===== config.mk =====
export PLATFORM = sky130hd
export DESIGN_NAME = nonrestoring_divider
export DESIGN_NICKNAME = d
export VERILOG_FILES = /design/src/design/nrdiv_pkg.sv /design/src/design/nonrestoring_divider.sv
export SDC_FILE = /design/constraint.sdc
export NUM_CORES = 1
export LEC_CHECK = 0
export CAP_MARGIN = 20
export CORE_MARGIN = 5
export CORE_UTILIZATION = 41
export CTS_CLUSTER_DIAMETER = 50
export DETAILED_ROUTE_END_ITERATION = 8
export DONT_BUFFER_PORTS = 1
export PLACE_DENSITY_LB_ADDON = 0.1
export SYNTH_ARGS = -nofsm -noshare
export SYNTH_HDL_FRONTEND = slang
export SYNTH_SLANG_ARGS = --single-unit

===== constraint.sdc =====
create_clock -name clk -period 4.4 [get_ports clk]
set_clock_uncertainty 0.2 [all_clocks]
set_input_delay 0.66 -clock clk [delete_from_list [all_inputs] [get_ports clk]]
set_output_delay 0.66 -clock clk [all_outputs]
set_load 0.01 [all_outputs]

===== src/design/nrdiv_pkg.sv =====
// ----------------------------------------------------------------------------
// nrdiv_pkg
// Shared width constant, step result type and the one-step function of the
// unsigned non-restoring divider.
// ----------------------------------------------------------------------------
`default_nettype none

package nrdiv_pkg;

    // Operand width; the accumulator carries one extra sign bit
    localparam int DW = 8;

    typedef logic [DW-1:0] word_t;
    typedef logic [DW:0]   acc_t;

    // Partial remainder and quotient after one iteration
    typedef struct packed {
        acc_t  acc;
        word_t quo;
    } step_t;

    // One non-restoring iteration: shift, then add or subtract by old sign
    function automatic step_t nrd_step(input acc_t acc, input word_t quo,
                                       input word_t dsr);
        acc_t  sh;
        acc_t  nx;
        step_t res;
        sh = {acc[DW-1:0], quo[DW-1]};
        if (acc[DW])
            nx = sh + {1'b0, dsr};
        else
            nx = sh - {1'b0, dsr};
        res.acc = nx;
        res.quo = {quo[DW-2:0], ~nx[DW]};
        return res;
    endfunction

endpackage

`default_nettype wire


===== src/design/nonrestoring_divider.sv =====
// ----------------------------------------------------------------------------
// nonrestoring_divider
// Pipelined unsigned non-restoring divider: one register stage per quotient
// bit and one output stage that applies the final remainder correction.
// ----------------------------------------------------------------------------
// Usage:
//   Input channel  : in_valid / in_stall carry dividend and divisor. A
//                    transfer happens at a clock edge with in_valid high and
//                    in_stall low.
//   Output channel : out_valid / out_stall carry quotient and remainder, one
//                    result per input transfer, in order.
//   Path           : an input transfer passes through the iteration stages
//                    and then the output stage before out_valid rises.
//   Throughput     : one division per cycle while the output is not stalled;
//                    each stage holds one item and runs one add/subtract of the DW+1 bit accumulator.
//   Zero divisor   : quotient is all ones, remainder equals the dividend.
//   Reset          : rst_n clears every stage valid bit; the pipe is empty.
//   Output stall   : the output stage holds its result; stages behind it
//                    keep moving into empty slots, and in_stall rises only
//                    once every stage holds an item.
// ----------------------------------------------------------------------------
`default_nettype none

module nonrestoring_divider (
    input  wire logic              clk,
    input  wire logic              rst_n,
    input  wire logic              in_valid,
    output logic                   in_stall,
    input  wire nrdiv_pkg::word_t  dividend,
    input  wire nrdiv_pkg::word_t  divisor,
    output logic                   out_valid,
    input  wire logic              out_stall,
    output nrdiv_pkg::word_t       quotient,
    output nrdiv_pkg::word_t       remainder
);
    import nrdiv_pkg::*;

    // Iteration stages
    logic [DW-1:0] vld_reg;
    acc_t          acc_reg [DW];
    word_t         quo_reg [DW];
    word_t         dsr_reg [DW];

    // Output stage
    logic          out_valid_reg;
    word_t         quo_out_reg;
    word_t         rem_out_reg;
    word_t         dsr_out_reg;

    // Stage inputs and one-step results
    logic [DW-1:0] src_vld;
    acc_t          src_acc [DW];
    word_t         src_quo [DW];
    word_t         src_dsr [DW];
    step_t         step_next [DW];
    logic [DW:0]   rdy;
    acc_t          rem_fix;

    // Feed each stage from the one before, stage zero from the ports
    always_comb
    begin
        src_vld[0] = in_valid;
        src_acc[0] = '0;
        src_quo[0] = dividend;
        src_dsr[0] = divisor;
        for (int k = 1; k < DW; k++)
        begin
            src_vld[k] = vld_reg[k-1];
            src_acc[k] = acc_reg[k-1];
            src_quo[k] = quo_reg[k-1];
            src_dsr[k] = dsr_reg[k-1];
        end
        for (int k = 0; k < DW; k++)
            step_next[k] = nrd_step(src_acc[k], src_quo[k], src_dsr[k]);
    end

    // A stage may load when it is empty or its content moves on
    always_comb
    begin
        rdy[DW] = !out_valid_reg || !out_stall;
        for (int k = DW - 1; k >= 0; k--)
            rdy[k] = !vld_reg[k] || rdy[k+1];
    end

    assign in_stall = !rdy[0];

    // Advance valid bits
    always_ff @(posedge clk or negedge rst_n)
    begin
        if (!rst_n)
        begin
            vld_reg       <= '0;
            out_valid_reg <= 1'b0;
        end
        else
        begin
            for (int k = 0; k < DW; k++)
                if (rdy[k])
                    vld_reg[k] <= src_vld[k];
            if (rdy[DW])
                out_valid_reg <= vld_reg[DW-1];
        end
    end

    // Advance iteration payload
    always_ff @(posedge clk)
    begin
        for (int k = 0; k < DW; k++)
        begin
            if (rdy[k] && src_vld[k])
            begin
                acc_reg[k] <= step_next[k].acc;
                quo_reg[k] <= step_next[k].quo;
                dsr_reg[k] <= src_dsr[k];
            end
        end
    end

    // Add the divisor back to a negative final remainder
    always_comb
    begin
        if (acc_reg[DW-1][DW])
            rem_fix = acc_reg[DW-1] + {1'b0, dsr_reg[DW-1]};
        else
            rem_fix = acc_reg[DW-1];
    end

    // Load the output stage
    always_ff @(posedge clk)
    begin
        if (rdy[DW] && vld_reg[DW-1])
        begin
            quo_out_reg <= quo_reg[DW-1];
            rem_out_reg <= rem_fix[DW-1:0];
            dsr_out_reg <= dsr_reg[DW-1];
        end
    end

    assign out_valid = out_valid_reg;
    assign quotient  = quo_out_reg;
    assign remainder = rem_out_reg;

    // Remainder stays below a nonzero divisor
    a_rem_range: assert property (@(posedge clk) disable iff (!rst_n)
        out_valid_reg && (dsr_out_reg != '0) |-> rem_out_reg < dsr_out_reg)
        else $error("remainder not below divisor");

    // Zero divisor yields an all-ones quotient
    a_zero_dsr: assert property (@(posedge clk) disable iff (!rst_n)
        out_valid_reg && (dsr_out_reg == '0) |-> (&quo_out_reg))
        else $error("zero divisor quotient not all ones");

    // Input is held back only when every stage is occupied
    a_full_stall: assert property (@(posedge clk) disable iff (!rst_n)
        in_stall |-> ((&vld_reg) && out_valid_reg && out_stall))
        else $error("input stalled with an empty stage");

    // A stalled output item stays in place
    a_out_hold: assert property (@(posedge clk) disable iff (!rst_n)
        out_valid_reg && out_stall |=> out_valid_reg && $stable(rem_out_reg)
        && $stable(dsr_out_reg))
        else $error("output stage dropped a stalled result");

endmodule

`default_nettype wire

# Word level (Yosys, flattened, before mapping)
# Memory sizes are Yosys's and may differ from the RTL's. A register that Yosys moved wholly into a read port is not among the register bits.
# Cells that the tools add are included.
[word_totals]
reg_bits = 17
inputBits = 20
output_inout_bits = 18
ram_bits = 200
n_memories = 3
wordCells = 90
[mem_list]
columns = ["name", "words", "word_bits", "read_ports", "rd_clocked_by_memory_dff", "wr", "line_no", "rtl"]
rows = [
  ["acc_reg", 8, 9, 8, 0, 8, "nonrestoring_divider.sv:40", "acc_t acc_reg [DW];"],
  ["dsr_reg", 8, 8, 8, 0, 8, "nonrestoring_divider.sv:42", "word_t dsr_reg [DW];"],
  ["quo_reg", 8, 8, 8, 1, 8, "nonrestoring_divider.sv:41", "word_t quo_reg [DW];"],
]
[op_classes]
add_sub_neg = 16
bitwise_logic = 8
mux = 24
n_reduce_logical = 29
[op_table]
columns = ["operator", "count"]
rows = [
  ["$add 9x8->9", 7],
  ["$mux 9", 7],
  ["$sub 9x8->9", 7],
  ["$mux 1", 16],
  ["$logic_not 1->1", 11],
  ["$logic_and 1x1->1", 9],
  ["$logic_or 1x1->1", 9],
  ["$sub 1x8->9", 1],
  ["$add 8x8->8", 1],
  ["$mux 8", 1],
  ["$not 1->1", 8],
]

# Longest topological paths before layout
# Gate-level depths: netlist of the first run.
[logic_depth]
ltp_word = 13
ltp_mapped = 11
ltp_nobuf = 11

# Worst setup path before layout of the first run
# No wires, ideal clock.
[synth_path]
path_kind = "input -> register"
startpoint = "input port out_stall"
endpoint = "memory acc_reg[0][27] (netlist name) (enable)"
setup_ns = 0.446
path_buffers = 0
arrival_ns = 2.871
path_slack_ns = 0.883
cell_stages = 3
required_ns = 3.754
path_cell_list = "and4_1 -> and3_4 -> a21boi_0"
[synth_lines]
columns = ["element", "line_no", "rtl"]
rows = [
  ["from (decl)", "nonrestoring_divider.sv:32", "input wire logic out_stall,"],
  ["to (decl)", "nonrestoring_divider.sv:40", ""],
]

# Worst setup path after layout of the first run
[layout_path]
startpoint = "register out_valid_reg, in the netlist out_valid"
endpoint = "output port in_stall"
[layout_between]
elab_chain_len = 11
[layout_rtl]
columns = ["element", "line_no", "rtl"]
rows = [
  ["from (decl)", "nonrestoring_divider.sv:45", "logic out_valid_reg;"],
  ["from (signal assigned)", "nonrestoring_divider.sv:101", "out_valid_reg <= vld_reg[DW-1];"],
  ["$logic_not 1->1", "nonrestoring_divider.sv:80", "rdy[DW] = !out_valid_reg || !out_stall;"],
  ["$logic_or 1x1->1", "nonrestoring_divider.sv:80", ""],
  ["$logic_or 1x1->1 (8 in a row)", "nonrestoring_divider.sv:82", "rdy[k] = !vld_reg[k] || rdy[k+1];"],
  ["$logic_not 1->1", "nonrestoring_divider.sv:85", "assign in_stall = !rdy[0];"],
  ["to (decl)", "nonrestoring_divider.sv:28", "output logic in_stall,"],
]
# Every way passes these cells.

==> reports/metrics.csv, run 1 <==
stage,metric,value,unit
global_route,antenna_found_initial,0,
pwr,combPwrFrac,0.380,
clocking,cts.htree.levels,1,
floorplan,io_pins,38,
pwr,pwr-share-clk,0.247,
finish,drive_gt1_frac,0.116,
yosys,synth-main-ff-cell,edfxtp_1,
finish,final_core_util,0.487,
routing,avgRoutedWirePerCell,14.9,µm
setup_path,worstSetupStartpointType,register,
run_status,outcome,"complete, no violations",
timing,hold_viol,0,
yosys,synthesis.nets,898,
place,dp_worst_setup_slack,1.60,ns
setup_path,crit_path_end_kind,primary output,
pwr,leakage,4.84,nW
pwr,power_density,817,nW/µm²
floorplan,fp.dieW,174,µm
routing,drt_first_pass_iters,4,
finish,syn_to_final_growth,16.3,%
timing,worst_slew_pin_slew,0.957,ns
timing,timing.fmax,356,MHz
clocking,cts_tree,built,
finish,largest_reg_flops,72,
global_route,grt_pass1_wl,30.8,mm
setup_path,crit_fanout,6,
clocking,clock_sinks,225,
routing,vias_per_cell,4.98,
yosys,synth-seq-cells,225,
routing,drt-initial-drc-count,229,
clocking,cts_made_buffers,30,
floorplan,coreArea,26200,µm²
yosys,synth_edf_count,216,
pwr,peakVddDrop,0.324,mV
setup_path,cp.arrival,1.95,ns
yosys,synth_area,11000,µm²
clocking,cts_root_buf,clkbuf_16,
run,cap_viol_max_count,0,
setup_path,cp_common_cell,and3_4,
pwr,internal_power,7.04,mW
routing,drc,0,
timing,period_minus_slack,2.81,ns
floorplan,fp.dieArea,30100,µm²
place,port_buffers,0,
clocking,cts-resized-gates,0,
finish,nNetsFinal,946,
setup_path,crit_required,3.54,ns
finish,antenna_cells,0,
place,finalWeightedCongestion,0.816,
floorplan,die_h,174,µm
global_route,gr-total-overflow,0,
global_route,grtUsageTotal,0.122,
setup_path,critical_path_class,register to primary output,
timing,setup_viol,0,
setup_path,critPathMaxStageDelay,0.49,ns
timing,tns,0,ns
hold_path,hp-class,input port to register,
clocking,ctsLongestPathBuffers,3,
yosys,ys_seq_area_frac,0.611,
yosys,ys_warn_count,0,
setup_path,reg2reg_slack,1.61,ns
pwr,p_switching,3.39,mW
global_route,grt_max_degree,26,
pwr,power,10.4,mW
timing,grt_setup_unrepaired,no,
setup_path,slowest_stage,dfrtp_1,
floorplan,initial_core_util,0.419,
routing,vias,5996,
routing,wl,18.0,mm
timing,timing.final.crit_share,0.638,
timing,setup_ws,1.59,ns
clocking,path_clk_slew,0.06,ns
global_route,grt_pass1_vias,6258,
timing,slew-limit-headroom,0.358,
yosys,ys_types,46,
clocking,clkLatencyLatePin,0.54,ns
yosys,syn_inst,798,
timing,report.final.slew_viol_count,0,
setup_path,timing.critical_path.cells,"and4_1, and3_4, and3_4, nand3_2, inv_1",
floorplan,std_cell_rows,59,
place,hpwl,13.4,mm
routing,ant_nets,0,
yosys,async_reset_ff_frac,0.0400,
pwr,power_switching_share,0.325,
yosys,synth_area_per_cell,13.8,µm²
pwr,p_seq_frac,0.373,
==> critical path, delay by kind of cell (launching register included) <==
family | cells | cell delay, ns
flip-flops | 1 | 0.49
AND/OR/NAND/NOR | 4 | 0.81
buffers and inverters | 1 | 0.11
==> cell type report <==
class,count,area (µm²)
repair buffers,24,300
clock buffers,39,826
inverters,57,214
clock inverters,16,256
multi-input cells,508,4030
flip-flops and latches,225,6710
fillers,2250,13400
well taps,335,419
==> cells by family after synthesis <==
family                   count (synthesis)  synth area share
flip-flops                             225             0.611
AND/OR/NAND/NOR                        193            0.0883
XOR/XNOR                               115            0.0925
AO/OA/AOI/OAI                          107            0.0756
adder cells (fa/ha/maj)                 80            0.0967
buffers and inverters                   65            0.0222
multiplexers                            13            0.0132
==> metrics by stage <==
step	std cells	instance area, µm²	hold slack (ns)
global route	1204	12800	0.00723
finish	1204	12800	0.0368
detailed placement	1130	11400	0.165
floorplan	798	11000	0.164
CTS	1201	12700	0.00768
global placement	1129	11400	0.165
==> final timing paths <==
check | from | endpoint | depth (start not counted)
worst max-delay path | out_valid$_DFFE_PN0P_ | in_stall | 5
max in group asynchronous | rst_n | vld_reg[0]$_DFFE_PN0N_ | 1
worst max register to register | dsr_reg[0][10]$_DFFE_PP_ | acc_reg[0][26]$_DFFE_PP_ | 9
worst min register to register | quo_reg[6][0]$_DFFE_PP_ | quo_reg[7][1]$_DFFE_PP_ | 0
worst min-delay path | out_stall | out_valid$_DFFE_PN0P_ | 1
min in group asynchronous | rst_n | vld_reg[4]$_DFFE_PN0P_ | 1
==> synthesized netlist by cell type, types with 3 or more instances <==
library cell  count  area [µm²]
a31oi_1           3        18.8
xnor2_1          60         526
fa_1              8         160
ha_1             72         901
nand2b_1         13        81.3
nor4b_1           5        43.8
o21ai_2           6        52.6
a21oi_1          37         185
o41ai_2           7         114
nand3_1           3        15.0
edfxtp_1        216        6490
nor3_1           17        85.1
nand2_1           9        33.8
clkbuf_1          7        26.3
xor2_1           54         473
nor2b_1          20         125
o21ai_0          24         120
a21boi_0          3        22.5
nor2_1           94         353
a211oi_1          7        52.6
mux2_2           12         135
and2_1            5        31.3
and3_1            3        18.8
or3_1             4        25.0
nor4_1            6        37.5
dfrtp_1           9         225
o41ai_4           5         138
a21o_1            9        67.6
inv_1            57         214
==> cell usage in the layout (no fill, tap or decap), drive strengths merged, types with 13 or more instances in the layout <==
cell type    instances
edfxtp             216
xnor2               61
nor2                94
ha                  72
nor3                18
xor2                54
o21ai               30
nand2b              13
a21oi               38
dlygate4sd3         16
nor2b               20
inv                 59
clkbuf              39
==> routing by layer <==
metal | track usage | vias up | share of wire
li1 | - | 2989 | -
met1 | 0.139 | 2893 | 0.41
met2 | 0.229 | 80 | 0.53
met3 | 0.0238 | 34 | 0.037
met4 | 0.0383 | 0 | 0.022
met5 | 0 | - | 0
==> power groups by stage <==
stage | Combinational (mW) | Sequential [mW] | Clock (mW)
floorplan | 3.29 | 3.75 | 0
detailed placement | 3.93 | 3.96 | 0
global placement | 3.83 | 3.94 | 0
finish | 3.96 | 3.89 | 2.58
CTS | 3.97 | 3.91 | 2.65
global route | 4.48 | 3.98 | 2.74
==> repair_timing <==
action,4_1_cts,5_1_grt
buffers inserted,0,0
hold buffers,16,0
hold endpoints to repair,24,0
setup endpoints to repair,0,0
No activity file was read; power rests on OpenSTA's default activity.
==> run 2, diff against run 1 <==
- ABC_AREA: default -> 1
- clock period: 4.4 -> 2.4 ns (I/O delays scaled with it)
==> reports/metrics.csv, run 2 <==
stage,metric,value,unit,change
run_status,outcome,finished with violations,,"was complete, no violations"
run_status,violations,negative setup slack,,
finish,largest_reg_flops,72,,unchanged
floorplan,initial_core_util,0.418,,was 0.419
clocking,clkLatencyLatePin,0.50,ns,was 0.54 ns
clocking,cts_made_buffers,34,,was 30
pwr,leakage,6.69,nW,was 4.84 nW
timing,slew-limit-headroom,0.709,,was 0.358
yosys,synth_area,11300,µm²,was 11000 µm²
global_route,grt_pass1_vias,7691,,was 6258
routing,drt_first_pass_iters,4,,unchanged
clocking,cts.htree.levels,2,,was 1
yosys,synth_area_per_cell,11.1,µm²,was 13.8 µm²
timing,whs,0.0297,ns,was 0.0368 ns
timing,report.final.slew_viol_count,0,,unchanged
finish,final_common_cell,edfxtp_1,,unchanged
setup_path,timing.critical_path.cells,"inv_2, ha_4, inv_2, nor2_4, nand3_2, nand2_1, xor2_1, ha_1, nand2_1, nor2_2, a21oi_4, inv_2, nand3_2, nand2_1",,"was and4_1, and3_4, and3_4, nand3_2, inv_1"
floorplan,io_pins,38,,unchanged
routing,drt-initial-drc-count,306,,was 229
yosys,synth-seq-cells,225,,unchanged
clocking,cts_tree,built,,unchanged
global_route,grt_max_degree,26,,unchanged
pwr,peakVddDrop,0.655,mV,was 0.324 mV
routing,vias,7689,,was 5996
yosys,syn_inst,1017,,was 798
hold_path,hold_depth,3,,was 1
finish,final_core_util,0.565,,was 0.487
yosys,ys_seq_area_frac,0.593,,was 0.611
timing,timing.fmax,413,MHz,
yosys,synth.most_common_cell,nand2_1,,was edfxtp_1
yosys,synthesis.nets,1117,,was 898
yosys,synth_top_area_cell,edfxtp_1,,unchanged
routing,vias_per_cell,4.62,,was 4.98
place,dp_worst_setup_slack,-0.217,ns,was 1.60 ns
setup_path,worstSetupStartpointType,register,,unchanged
yosys,ys_warn_count,0,,unchanged
timing,timing.final.crit_share,1.01,,
finish,antenna_cells,0,,unchanged
setup_path,reg2reg_slack,-0.02,ns,was 1.61 ns
run,cap_viol_max_count,0,,unchanged
global_route,gr-total-overflow,0,,unchanged
hold_path,hp-class,input port to register,,unchanged
yosys,async_reset_ff_frac,0.0400,,unchanged
yosys,ys_types,35,,was 46
finish,nNetsFinal,1367,,was 946
clocking,path_clk_slew,0.05,ns,was 0.06 ns
floorplan,fp.dieArea,31000,µm²,was 30100 µm²
yosys,synth-main-ff-cell,edfxtp_1,,unchanged
floorplan,fp.dieW,176,µm,was 174 µm
floorplan,die_h,176,µm,was 174 µm
setup_path,critical_path_class,register to register,,was register to primary output
routing,wl,22.2,mm,was 18.0 mm
yosys,yosys-top-cells-count,"nand2_1, edfxtp_1, inv_1",,"was edfxtp_1, nor2_1, ha_1"
floorplan,std_cell_rows,60,,was 59
timing,period_minus_slack,2.42,ns,
yosys,yosysTopAreaCellShare,0.573,,was 0.591
timing,hold_viol,0,,unchanged
routing,ant_nets,0,,unchanged
finish,fillers,2299,,was 2250
floorplan,coreArea,27100,µm²,was 26200 µm²
global_route,antenna_found_initial,0,,unchanged
finish,final_cell_mix,"edfxtp_1, nand2_1, buf_4",,"was edfxtp_1, nor2_1, ha_1"
timing,tns,-0.0493,ns,was 0 ns
finish,syn_to_final_growth,35.2,%,was 16.3%
pwr,power_density,1470,nW/µm²,was 817 nW/µm²
place,hpwl,16.0,mm,was 13.4 mm
yosys,ys_top_cells_by_area,"edfxtp_1, ha_1, nand2_1",,"was edfxtp_1, ha_1, xnor2_1"
setup_path,slowest_stage,edfxtp_1,,was dfrtp_1
clocking,ctsLongestPathBuffers,3,,unchanged
setup_path,crit_path_end_kind,register,,was primary output
routing,avgRoutedWirePerCell,13.3,µm,was 14.9 µm
routing,drc,0,,unchanged
place,port_buffers,0,,unchanged
clocking,cts_root_buf,clkbuf_16,,unchanged
clocking,clock_sinks,225,,unchanged
setup_path,cp.arrival,2.46,ns,was 1.95 ns
timing,grt_setup_unrepaired,yes,,was no
setup_path,crit_fanout,5,,was 6
timing,setup_viol,4,,was 0
global_route,grtUsageTotal,0.141,,was 0.122
timing,worst_slew_pin_slew,0.435,ns,was 0.957 ns
timing,setup_ws,-0.0194,ns,was 1.59 ns
finish,drive_gt1_frac,0.336,,was 0.116
yosys,synth_edf_count,216,,unchanged
setup_path,crit_required,2.44,ns,was 3.54 ns
place,finalWeightedCongestion,0.805,,was 0.816
setup_path,r2r_cells,14,,was 9
setup_path,critPathMaxStageDelay,0.39,ns,was 0.49 ns
global_route,grt_pass1_wl,35.9,mm,was 30.8 mm
-- run 2: metrics by stage --
step	cell area, µm²	power, mW	std cells
2_1_floorplan	11300	12.7	1017
3_3_place_gp	12800	15.9	1527
3_5_place_dp	12800	16.0	1527
4_1_cts	14600	21.5	1633
5_1_grt	15300	24.4	1664
6_report	15300	22.6	1664
-- run 2: what timing repair did --
item / 4_1_cts / 5_1_grt
endpoints found under the setup margin: 36 / 40
pin swaps: 58 / 95
endpoints found under the hold margin: 36 / 0
gates resized for setup: 85 / 133
hold buffers: 19 / 0
buffers inserted: 26 / 34
-- run 2: critical path, delay by kind of cell, from the launching register on --
family	cells	cell delay [ns]
AO/OA/AOI/OAI	1	0.19
XOR/XNOR	1	0.16
adder cells (fa/ha/maj)	2	0.47
buffers and inverters	3	0.23
flip-flops	1	0.39
AND/OR/NAND/NOR	7	0.54
-- run 2: final timing paths --
check / start / to
hold / removal: divisor[2] / acc_reg[0][3]$_DFFE_PP_
setup reg to reg: dsr_reg[0][16]$_DFFE_PP_ / acc_reg[0][35]$_DFFE_PP_
min in group asynchronous: rst_n / vld_reg[6]$_DFFE_PN0P_
hold reg to reg: quo_reg[7][3]$_DFFE_PP_ / quotient[3]$_DFFE_PP_
setup / recovery: dsr_reg[0][16]$_DFFE_PP_ / acc_reg[0][35]$_DFFE_PP_
max in group asynchronous: rst_n / vld_reg[1]$_DFFE_PN0P_
-- run 2: cells by family (layout without fill, tap and decap cells) --
kind of cell	count (synthesis)	count (layout)	share of synthesized area
AND/OR/NAND/NOR	348	348	0.131
flip-flops	225	225	0.593
buffers and inverters	163	438	0.0540
AO/OA/AOI/OAI	118	118	0.0631
XOR/XNOR	83	83	0.0655
adder cells (fa/ha/maj)	80	80	0.0937
-- run 2: power breakdown --
group / total (mW) / switching (mW) / internal (mW) / leakage (nW)
combinational: 11.0 / 5.72 / 5.28 / 3.98
clock: 4.60 / 1.75 / 2.84 / 0.519
sequential: 6.95 / 0.668 / 6.28 / 2.20
-- run 2: area by class of cell --
cell class | instances | area [µm²] | share of cell area
sequential | 225 | 6710 | 0.438
clock buffer | 41 | 951 | 0.0621
inverter | 163 | 616 | 0.0402
clock inverter | 20 | 129 | 0.00841
multi-input combinational | 629 | 4760 | 0.311
timing repair buffer | 214 | 1690 | 0.110
tap | 372 | 465 | 0.0304
-- run 2: per-layer routing --
layer / routed length (µm) / GRT usage / part of all wire / vias up
met5: 0 / 0 / 0 / -
met4: 524 / 0.0409 / 0.024 / 0
met3: 709 / 0.0270 / 0.032 / 44
met2: 11900 / 0.266 / 0.53 / 90
met1: 9120 / 0.162 / 0.41 / 3586
li1: - / - / - / 3969
